[src/rtl/coalescing_action_event_queue_macros.svh]
// Assertion macros shared by the coalescing action event queue RTL.
`ifndef COALESCING_ACTION_EVENT_QUEUE_MACROS_SVH
`define COALESCING_ACTION_EVENT_QUEUE_MACROS_SVH

// Same-cycle implication, disabled while reset is asserted.
`define CAEQ_ASSERT_SAME(lbl, clk, rstn, ante, cons, msg) \
    lbl: assert property (@(posedge clk) disable iff (!(rstn)) (ante) |-> (cons)) \
        else $error(msg);

// Next-cycle implication, disabled while reset is asserted.
`define CAEQ_ASSERT_NEXT(lbl, clk, rstn, ante, cons, msg) \
    lbl: assert property (@(posedge clk) disable iff (!(rstn)) (ante) |=> (cons)) \
        else $error(msg);

`endif

[src/rtl/caeq_pkg.sv]
// Types and constants of the coalescing action event queue.
package caeq_pkg;

    localparam int ID_W     = 31;
    localparam int BITS_W   = 32;
    localparam int TIME_W   = 48;
    localparam int TMO_W    = 16;
    localparam int STATUS_W = 3;
    localparam int QCNT_W   = 5;

    localparam int S_TDATA_W = 176;
    localparam int M_TDATA_W = 136;
    localparam int APB_AW    = 3;
    localparam int APB_DW    = 32;

    localparam logic [STATUS_W-1:0] ST_MERGED  = 3'd0;
    localparam logic [STATUS_W-1:0] ST_QUEUED  = 3'd1;
    localparam logic [STATUS_W-1:0] ST_IGNORED = 3'd2;
    localparam logic [STATUS_W-1:0] ST_FULL    = 3'd3;
    localparam logic [STATUS_W-1:0] ST_EMITTED = 3'd4;
    localparam logic [STATUS_W-1:0] ST_EXPIRED = 3'd5;
    localparam logic [STATUS_W-1:0] ST_EMPTY   = 3'd6;

    localparam logic FUNC_REPORT = 1'b0;
    localparam logic FUNC_TAKE   = 1'b1;

    localparam logic REG_ACTION_MASK = 1'b0;
    localparam logic REG_TIMEOUT_MS  = 1'b1;

    localparam logic [BITS_W-1:0] ACTION_MASK_RESET = 32'hFFFF_FFFF;
    localparam logic [TMO_W-1:0]  TIMEOUT_RESET     = 16'd3000;

    typedef logic [ID_W-1:0] id_t;

    typedef struct packed {
        id_t               user;
        id_t               device;
        id_t               channel;
        logic [BITS_W-1:0] actions;
        logic [TIME_W-1:0] stamp;
    } entry_t;

endpackage

[src/rtl/caeq_entry_ram.sv]
// Entry storage: one write port, one read port with registered read data.
module caeq_entry_ram #(
    parameter int DEPTH = 16
) (
    input  logic                       aclk,
    input  logic [$clog2(DEPTH)-1:0]   rd_addr,
    output caeq_pkg::entry_t           rd_data,
    input  logic                       wr_en,
    input  logic [$clog2(DEPTH)-1:0]   wr_addr,
    input  caeq_pkg::entry_t           wr_data
);
    import caeq_pkg::*;

    entry_t mem [DEPTH];
    entry_t rd_data_reg;

    always_ff @(posedge aclk) begin
        if (wr_en) begin
            mem[wr_addr] <= wr_data;
        end
        rd_data_reg <= mem[rd_addr];
    end

    assign rd_data = rd_data_reg;

endmodule

[src/rtl/coalescing_action_event_queue.sv]
// Top level of the coalescing action event queue.
// Keeps a FIFO of action events keyed by user, device and channel in one entry RAM.
// A report searches the queued entries one per cycle through the RAM read port and
// merges into the entry whose key matches or, with no match, goes on to the append step;
// an invalid report or an empty take goes straight to its result, and a take
// reads the head entry. One result transaction follows every
// input transaction; a new input is taken while the previous result still waits
// on the master side, and the block stalls at its end until the output register
// frees. Configuration is an APB port: action_mask at 0x0, timeout_ms at 0x4.
`include "coalescing_action_event_queue_macros.svh"

module coalescing_action_event_queue #(
    parameter int QUEUE_DEPTH = 16
) (
    input  logic                             aclk,
    input  logic                             aresetn,
    // tdata: user, device, channel, action_bits, user_enabled, now_ms
    input  logic [caeq_pkg::S_TDATA_W-1:0]   s_tdata,
    // tuser: func
    input  logic                             s_tuser,
    input  logic                             s_tvalid,
    output logic                             s_tready,
    // tdata: out_user, out_device, out_channel, action_bit, queue_count
    output logic [caeq_pkg::M_TDATA_W-1:0]   m_tdata,
    // tuser: status
    output logic [caeq_pkg::STATUS_W-1:0]    m_tuser,
    output logic                             m_tvalid,
    input  logic                             m_tready,
    input  logic                             psel,
    input  logic                             penable,
    input  logic                             pwrite,
    input  logic [caeq_pkg::APB_AW-1:0]      paddr,
    input  logic [caeq_pkg::APB_DW-1:0]      pwdata,
    output logic [caeq_pkg::APB_DW-1:0]      prdata,
    output logic                             pready
);
    import caeq_pkg::*;

    localparam int IDX_W = $clog2(QUEUE_DEPTH);
    localparam int CNT_W = $clog2(QUEUE_DEPTH + 1);
    localparam logic [IDX_W:0]   DEPTH_L = QUEUE_DEPTH[IDX_W:0];
    localparam logic [CNT_W-1:0] DEPTH_C = QUEUE_DEPTH[CNT_W-1:0];

    localparam logic [2:0] S_IDLE   = 3'd0;
    localparam logic [2:0] S_SEARCH = 3'd1;
    localparam logic [2:0] S_APPEND = 3'd2;
    localparam logic [2:0] S_TAKE   = 3'd3;
    localparam logic [2:0] S_DONE   = 3'd4;

    function automatic logic [IDX_W-1:0] slot_of(logic [IDX_W-1:0] head,
                                                  logic [IDX_W-1:0] off);
        logic [IDX_W:0] sum;
        sum = {1'b0, head} + {1'b0, off};
        if (sum >= DEPTH_L) begin
            sum = sum - DEPTH_L;
        end
        return sum[IDX_W-1:0];
    endfunction

    logic [2:0]          state_reg, state_next;
    id_t                 user_reg, user_next;
    id_t                 dev_reg, dev_next;
    id_t                 chan_reg, chan_next;
    logic [BITS_W-1:0]   bits_reg, bits_next;
    logic                en_reg, en_next;
    logic [TIME_W-1:0]   now_reg, now_next;
    logic [IDX_W-1:0]    idx_reg, idx_next;
    logic [IDX_W-1:0]    head_reg, head_next;
    logic [CNT_W-1:0]    count_reg, count_next;

    logic [STATUS_W-1:0] res_status_reg, res_status_next;
    id_t                 res_user_reg, res_user_next;
    id_t                 res_dev_reg, res_dev_next;
    id_t                 res_chan_reg, res_chan_next;
    logic [BITS_W-1:0]   res_bit_reg, res_bit_next;

    logic                m_tvalid_reg, m_tvalid_next;
    logic [STATUS_W-1:0] m_status_reg, m_status_next;
    id_t                 m_user_reg, m_user_next;
    id_t                 m_dev_reg, m_dev_next;
    id_t                 m_chan_reg, m_chan_next;
    logic [BITS_W-1:0]   m_bit_reg, m_bit_next;
    logic [QCNT_W-1:0]   m_count_reg, m_count_next;

    logic [BITS_W-1:0]   mask_reg;
    logic [TMO_W-1:0]    timeout_reg;

    logic [IDX_W-1:0]    rd_addr;
    entry_t              rd_data;
    logic                wr_en;
    logic [IDX_W-1:0]    wr_addr;
    entry_t              wr_data;

    id_t                 in_user, in_dev, in_chan;
    logic [BITS_W-1:0]   in_bits;
    logic                in_en;
    logic [TIME_W-1:0]   in_now;
    logic                s_accept;
    logic                key_match;
    logic [TIME_W-1:0]   age;
    logic [BITS_W-1:0]   low_bit, rest_bits;
    logic                count_held;
    logic                emit_pending;

    assign in_user  = s_tdata[30:0];
    assign in_dev   = s_tdata[61:31];
    assign in_chan  = s_tdata[92:62];
    assign in_bits  = s_tdata[124:93];
    assign in_en    = s_tdata[125];
    assign in_now   = s_tdata[173:126];

    assign s_tready = (state_reg == S_IDLE);
    assign s_accept = s_tvalid && s_tready;

    assign rd_addr = (state_reg == S_SEARCH) ? slot_of(head_reg, idx_reg + IDX_W'(1))
                                             : head_reg;

    assign key_match = (rd_data.user == user_reg) && (rd_data.device == dev_reg) &&
                       (rd_data.channel == chan_reg);
    assign age       = now_reg - rd_data.stamp;
    assign low_bit   = rd_data.actions & (~rd_data.actions + BITS_W'(1));
    assign rest_bits = rd_data.actions & ~low_bit;

    caeq_entry_ram #(
        .DEPTH (QUEUE_DEPTH)
    ) u_ram (
        .aclk    (aclk),
        .rd_addr (rd_addr),
        .rd_data (rd_data),
        .wr_en   (wr_en),
        .wr_addr (wr_addr),
        .wr_data (wr_data)
    );

    always_comb begin
        state_next      = state_reg;
        user_next       = user_reg;
        dev_next        = dev_reg;
        chan_next       = chan_reg;
        bits_next       = bits_reg;
        en_next         = en_reg;
        now_next        = now_reg;
        idx_next        = idx_reg;
        head_next       = head_reg;
        count_next      = count_reg;
        res_status_next = res_status_reg;
        res_user_next   = res_user_reg;
        res_dev_next    = res_dev_reg;
        res_chan_next   = res_chan_reg;
        res_bit_next    = res_bit_reg;
        m_tvalid_next   = m_tvalid_reg && !m_tready;
        m_status_next   = m_status_reg;
        m_user_next     = m_user_reg;
        m_dev_next      = m_dev_reg;
        m_chan_next     = m_chan_reg;
        m_bit_next      = m_bit_reg;
        m_count_next    = m_count_reg;
        wr_en           = 1'b0;
        wr_addr         = head_reg;
        wr_data         = rd_data;

        unique case (state_reg)
            S_IDLE: begin
                if (s_accept) begin
                    user_next     = in_user;
                    dev_next      = in_dev;
                    chan_next     = in_chan;
                    bits_next     = in_bits & mask_reg;
                    en_next       = in_en;
                    now_next      = in_now;
                    idx_next      = '0;
                    res_user_next = '0;
                    res_dev_next  = '0;
                    res_chan_next = '0;
                    res_bit_next  = '0;
                    if (s_tuser == FUNC_TAKE) begin
                        if (count_reg == '0) begin
                            res_status_next = ST_EMPTY;
                            state_next      = S_DONE;
                        end else begin
                            state_next = S_TAKE;
                        end
                    end else if ((in_user == '0) || (in_dev == '0) || (in_chan == '0) ||
                                 ((in_bits & mask_reg) == '0)) begin
                        res_status_next = ST_IGNORED;
                        state_next      = S_DONE;
                    end else if (count_reg == '0) begin
                        state_next = S_APPEND;
                    end else begin
                        state_next = S_SEARCH;
                    end
                end
            end
            S_SEARCH: begin
                if (key_match) begin
                    wr_en           = 1'b1;
                    wr_addr         = slot_of(head_reg, idx_reg);
                    wr_data.actions = rd_data.actions | bits_reg;
                    wr_data.stamp   = now_reg;
                    res_status_next = ST_MERGED;
                    state_next      = S_DONE;
                end else if (CNT_W'(idx_reg) + CNT_W'(1) == count_reg) begin
                    state_next = S_APPEND;
                end else begin
                    idx_next = idx_reg + IDX_W'(1);
                end
            end
            S_APPEND: begin
                if (!en_reg) begin
                    res_status_next = ST_IGNORED;
                end else if (count_reg == DEPTH_C) begin
                    res_status_next = ST_FULL;
                end else begin
                    wr_en           = 1'b1;
                    wr_addr         = slot_of(head_reg, count_reg[IDX_W-1:0]);
                    wr_data.user    = user_reg;
                    wr_data.device  = dev_reg;
                    wr_data.channel = chan_reg;
                    wr_data.actions = bits_reg;
                    wr_data.stamp   = now_reg;
                    count_next      = count_reg + CNT_W'(1);
                    res_status_next = ST_QUEUED;
                end
                state_next = S_DONE;
            end
            S_TAKE: begin
                if (age >= TIME_W'(timeout_reg)) begin
                    res_status_next = ST_EXPIRED;
                    res_chan_next   = rd_data.channel;
                    head_next       = slot_of(head_reg, IDX_W'(1));
                    count_next      = count_reg - CNT_W'(1);
                end else begin
                    res_status_next = ST_EMITTED;
                    res_user_next   = rd_data.user;
                    res_dev_next    = rd_data.device;
                    res_chan_next   = rd_data.channel;
                    res_bit_next    = low_bit;
                    if (rest_bits != '0) begin
                        wr_en           = 1'b1;
                        wr_data.actions = rest_bits;
                    end else begin
                        head_next  = slot_of(head_reg, IDX_W'(1));
                        count_next = count_reg - CNT_W'(1);
                    end
                end
                state_next = S_DONE;
            end
            S_DONE: begin
                if (!m_tvalid_reg || m_tready) begin
                    m_tvalid_next = 1'b1;
                    m_status_next = res_status_reg;
                    m_user_next   = res_user_reg;
                    m_dev_next    = res_dev_reg;
                    m_chan_next   = res_chan_reg;
                    m_bit_next    = res_bit_reg;
                    m_count_next  = QCNT_W'(count_reg);
                    state_next    = S_IDLE;
                end
            end
            default: begin
                state_next = S_IDLE;
            end
        endcase
    end

    always_ff @(posedge aclk) begin
        if (!aresetn) begin
            state_reg    <= S_IDLE;
            head_reg     <= '0;
            count_reg    <= '0;
            m_tvalid_reg <= 1'b0;
        end else begin
            state_reg    <= state_next;
            head_reg     <= head_next;
            count_reg    <= count_next;
            m_tvalid_reg <= m_tvalid_next;
        end
    end

    always_ff @(posedge aclk) begin
        user_reg       <= user_next;
        dev_reg        <= dev_next;
        chan_reg       <= chan_next;
        bits_reg       <= bits_next;
        en_reg         <= en_next;
        now_reg        <= now_next;
        idx_reg        <= idx_next;
        res_status_reg <= res_status_next;
        res_user_reg   <= res_user_next;
        res_dev_reg    <= res_dev_next;
        res_chan_reg   <= res_chan_next;
        res_bit_reg    <= res_bit_next;
        m_status_reg   <= m_status_next;
        m_user_reg     <= m_user_next;
        m_dev_reg      <= m_dev_next;
        m_chan_reg     <= m_chan_next;
        m_bit_reg      <= m_bit_next;
        m_count_reg    <= m_count_next;
    end

    always_ff @(posedge aclk) begin
        if (!aresetn) begin
            mask_reg    <= ACTION_MASK_RESET;
            timeout_reg <= TIMEOUT_RESET;
        end else if (psel && penable && pwrite) begin
            unique case (paddr[2])
                REG_ACTION_MASK: mask_reg    <= pwdata;
                REG_TIMEOUT_MS:  timeout_reg <= pwdata[TMO_W-1:0];
                default:         mask_reg    <= mask_reg;
            endcase
        end
    end

    always_comb begin
        unique case (paddr[2])
            REG_ACTION_MASK: prdata = mask_reg;
            REG_TIMEOUT_MS:  prdata = APB_DW'(timeout_reg);
            default:         prdata = '0;
        endcase
    end

    assign pready   = 1'b1;
    assign m_tvalid = m_tvalid_reg;
    assign m_tuser  = m_status_reg;
    assign m_tdata  = {6'b0, m_count_reg, m_bit_reg, m_chan_reg, m_dev_reg, m_user_reg};

    // count moves only in the append and take states
    assign count_held   = (state_reg != S_APPEND) && (state_reg != S_TAKE);
    assign emit_pending = m_tvalid_reg && (m_status_reg == ST_EMITTED);

    `CAEQ_ASSERT_SAME(a_count_bound, aclk, aresetn, 1'b1, count_reg <= DEPTH_C, "count over depth")
    `CAEQ_ASSERT_NEXT(a_leave_idle, aclk, aresetn, s_accept, state_reg != S_IDLE, "stuck idle")
    `CAEQ_ASSERT_NEXT(a_count_held, aclk, aresetn, count_held, $stable(count_reg), "count moved")
    `CAEQ_ASSERT_SAME(a_onehot, aclk, aresetn, emit_pending, $onehot(m_bit_reg), "bit not one-hot")

endmodule
[config.mk]
export PLATFORM = sky130hd
export DESIGN_NAME = coalescing_action_event_queue
export DESIGN_NICKNAME = d
export VERILOG_FILES = /design/src/rtl/caeq_pkg.sv /design/src/rtl/caeq_entry_ram.sv /design/src/rtl/coalescing_action_event_queue.sv
export VERILOG_INCLUDE_DIRS = /design/src /design/src/rtl
export SDC_FILE = /design/constraint.sdc
export NUM_CORES = 2
export LEC_CHECK = 0
export BUFFER_PORTS_ARGS = -buffer_cell sky130_fd_sc_hd__buf_4
export CORE_ASPECT_RATIO = 1.25
export CORE_MARGIN = 3
export CORE_UTILIZATION = 30
export DETAILED_ROUTE_END_ITERATION = 8
export GPL_TIMING_DRIVEN = 0
export PLACE_DENSITY_LB_ADDON = 0.05
export SYNTH_ARGS = -nofsm -noshare
export SYNTH_HDL_FRONTEND = slang
export SYNTH_SLANG_ARGS = --single-unit
[constraint.sdc]
create_clock -name aclk -period 26.3 [get_ports aclk]
set_input_delay 3.945 -clock aclk [delete_from_list [all_inputs] [get_ports aclk]]
set_output_delay 3.945 -clock aclk [all_outputs]
set_load 0.01 [all_outputs]
==> run summary <==
Overall power -> 15,000 uW
Number of warnings printed during yosys synthesis -> 0
Number of max-cap violations -> 0
Drt first pass iters -> 5
Post-route ant nets -> 0
Global-route wire length before repair -> 733 mm
Crit Path Class -> in2out
Synthesized flop and latch total -> 3,441
Number of vias in the routed layout -> 92.6k
Count of flip-flops with a built-in enable after synthesis -> 3,207
Kind of launch point of the worst setup path -> primary input
Unrepaired setup endpoints after global routing -> no
DIE HEIGHT -> 762 um
Leakage component of the power -> 0.0577 uW
Most used standard cell by instance count after synthesis -> nand2_1
Pre-CTS setup slack -> 16,940 ps
Summed instance area of the synthesized netlist -> 0.137 mm2
Worst-margin pin slew -> 1480 ps
Kind of path behind the tightest hold check -> reg2reg
Number of buffers on the longest clock path -> 4
Crit path required time -> 22,350 ps
Total wire length -> 533 mm
Fraction of registers with async set or reset after synthesis -> 0%
Clk Latency, worst-skew pair -> 1010 ps
Arrival time at the worst endpoint -> 5410 ps
Clock tree from TritonCTS -> yes
Largest cells by area after synthesis -> edfxtp_1, nand2_1, dfxtp_1, a311oi_1, nand3_1
Gate Count Post-Synth -> 10.7k
Cells resized by post-CTS repair -> 0
Setup violations, final -> 0
Global router's overall resource usage -> 22.3%
Initial antenna violation count -> 61
Mean area per synthesized cell -> 12.9 um2
Worst ir drop on vdd -> 0.0000607 V
Cell Pwr Density -> 91.2 mW/mm2
Most common library cells after synthesis -> nand2_1, edfxtp_1, nand3_1
Result of the run -> complete, no violations
Seq/Total Area, Yosys -> 73.6%
# hold bufs at CTS -> 0
Headroom to the max-slew limit -> 1.56%
Fin crit period -> 9360 ps
Relative area change from synthesis to final layout -> 20.1%
Share of final-layout standard cells stronger than drive strength 1 -> 11.5%
DRC violations left -> 0
Final standard cell utilization of the core -> 36.2%
Ratio of routed vias to standard cells -> 5.12
Cell type with the highest aggregate area in the netlist -> edfxtp_1
Kind of end point of the critical path -> output port
Number of pins with negative max-slew slack in the final report -> 0
Wirelength per Cell -> 29.5 um
Clock-pin slew reported for the worst setup and hold paths after clock tree synthesis -> 60 ps
Clk sink count -> 3,441
Standard cell core area -> 0.455 mm2
Register-to-register setup slack -> 17,220 ps
Max frequency -> 0.107 GHz
Maximum fanout encountered on the critical timing path -> 10
Largest register FFs -> 2,768
Final setup slack of the worst path -> 16,940 ps
Area share of the largest cell type after synthesis -> 70.2%
Buffer cell driving the clock tree root -> clkbuf_16
Largest net degree at the start of global routing -> 81
Setup TNS Final -> 0 ps
TritonCTS Buffers -> 380
Number of buffers inserted by post-CTS setup repair -> 0
Count of port buffers added during placement -> 380
Full die area -> 0.465 mm2
Initial DRC count -> 8,849
Endpoints failing hold -> 0
Final Cycle Share -> 35.6%
Number of placement rows -> 277
Initial core utilization -> 30.1%
Overflow left after global routing -> 0
HPWL after detailed placement -> 393 mm
Number of global-route vias before repair -> 92.0k
Gp weighted congestion -> 0.842
Io pins -> 393
Most used DFF post-synth -> edfxtp_1
Fill cell instance count of the final layout -> 44.4k
Overall die width -> 611 um
Skew final -> 65.6 ps
Final net count -> 12.0k
Number of distinct library cell variants in the gate-level netlist after synthesis -> 86
Count of H-tree levels built during CTS -> 5
==> per-layer routing <==
| metal | GRT usage (%) | wire (um) | up-vias | part of all wire, % |
|---|---|---|---|---|
| met4 | 6.63 | 16600 | 4 | 3.1 |
| met3 | 2.78 | 28300 | 616 | 5.3 |
| li1 | - | - | 41600 | - |
| met1 | 28.4 | 218000 | 47600 | 41 |
| met5 | 0 | 27 | - | 0.0051 |
| met2 | 39.4 | 270000 | 2895 | 51 |
==> cell usage in the layout (no fill, tap or decap), types with 48 or more instances in the layout <==
cell and count:
a21oi_1 271, a311oi_1 519, a31oi_1 187, and2_1 131
and3_1 368, buf_1 50, buf_12 98, buf_4 514
clkbuf_1 680, clkbuf_16 383, clkbuf_2 53, clkinv_1 65
clkinv_2 56, dfxtp_1 234, edfxtp_1 3207, ha_1 77
inv_1 106, nand2_1 3243, nand3_1 806, nor2_1 101
nor4_1 54, o21ai_1 48, xnor2_1 52, xor2_1 73
==> per-stage QoR <==
stage | hold slack, ps | std cells | instance area (um2)
after floorplan | 400 | 10700 | 137000
after global placement | 406 | 17100 | 148000
after detailed placement | 405 | 17400 | 152000
after CTS | 418 | 18100 | 165000
after global routing | 421 | 18100 | 165000
final | 416 | 18100 | 165000
==> critical path: stages <==
cell and delay, ps:
clkbuf_1 320, buf_1 550, mux2_2 450, buf_4 150
==> report_power, final <==
group          switching, uW  internal [uW]
logic                   2020            625
registers                222           6790
clock network           2290           3080
total                   4530          10500
==> path summary, 6_finish.rpt <==
path	start	end	cells past startpoint
max	paddr[2]	prdata[6]	4
min	res_dev_reg[17]	m_dev_reg[17]	0
max reg2reg	u_ram.rd_data[10]	u_ram.mem[14][30]	28
min reg2reg	res_dev_reg[17]	m_dev_reg[17]	0
==> logic make-up (layout without fill, tap and decap cells) <==
logic type / after synthesis / count (layout) / share of synthesized area (%)
other: 2 / 28 / 0.00548
multiplexers: 28 / 28 / 0.221
AND/OR/NAND/NOR: 4913 / 4913 / 15.6
flip-flops: 3441 / 3441 / 73.6
buffers and inverters: 803 / 2198 / 2.24
XOR/XNOR: 130 / 130 / 0.830
AO/OA/AOI/OAI: 1268 / 1268 / 6.65
adder cells (fa/ha/maj): 87 / 87 / 0.812
==> final cells by class <==
type                            instances  area, um2  share of cell area (%)
Clock buffer                          523      10500                    6.37
Tap cell                             5998       7500                    4.56
Inverter                              108        413                   0.251
Sequential cell                      3441     101000                    61.3
Buffer                                695       2730                    1.66
Timing Repair Buffer                  686       7230                    4.39
Clock inverter                        186       1920                    1.16
Multi-Input combinational cell       6433      33400                    20.3
Antenna cell                           21       52.6                  0.0319
(Power assumes the default switching activity.)
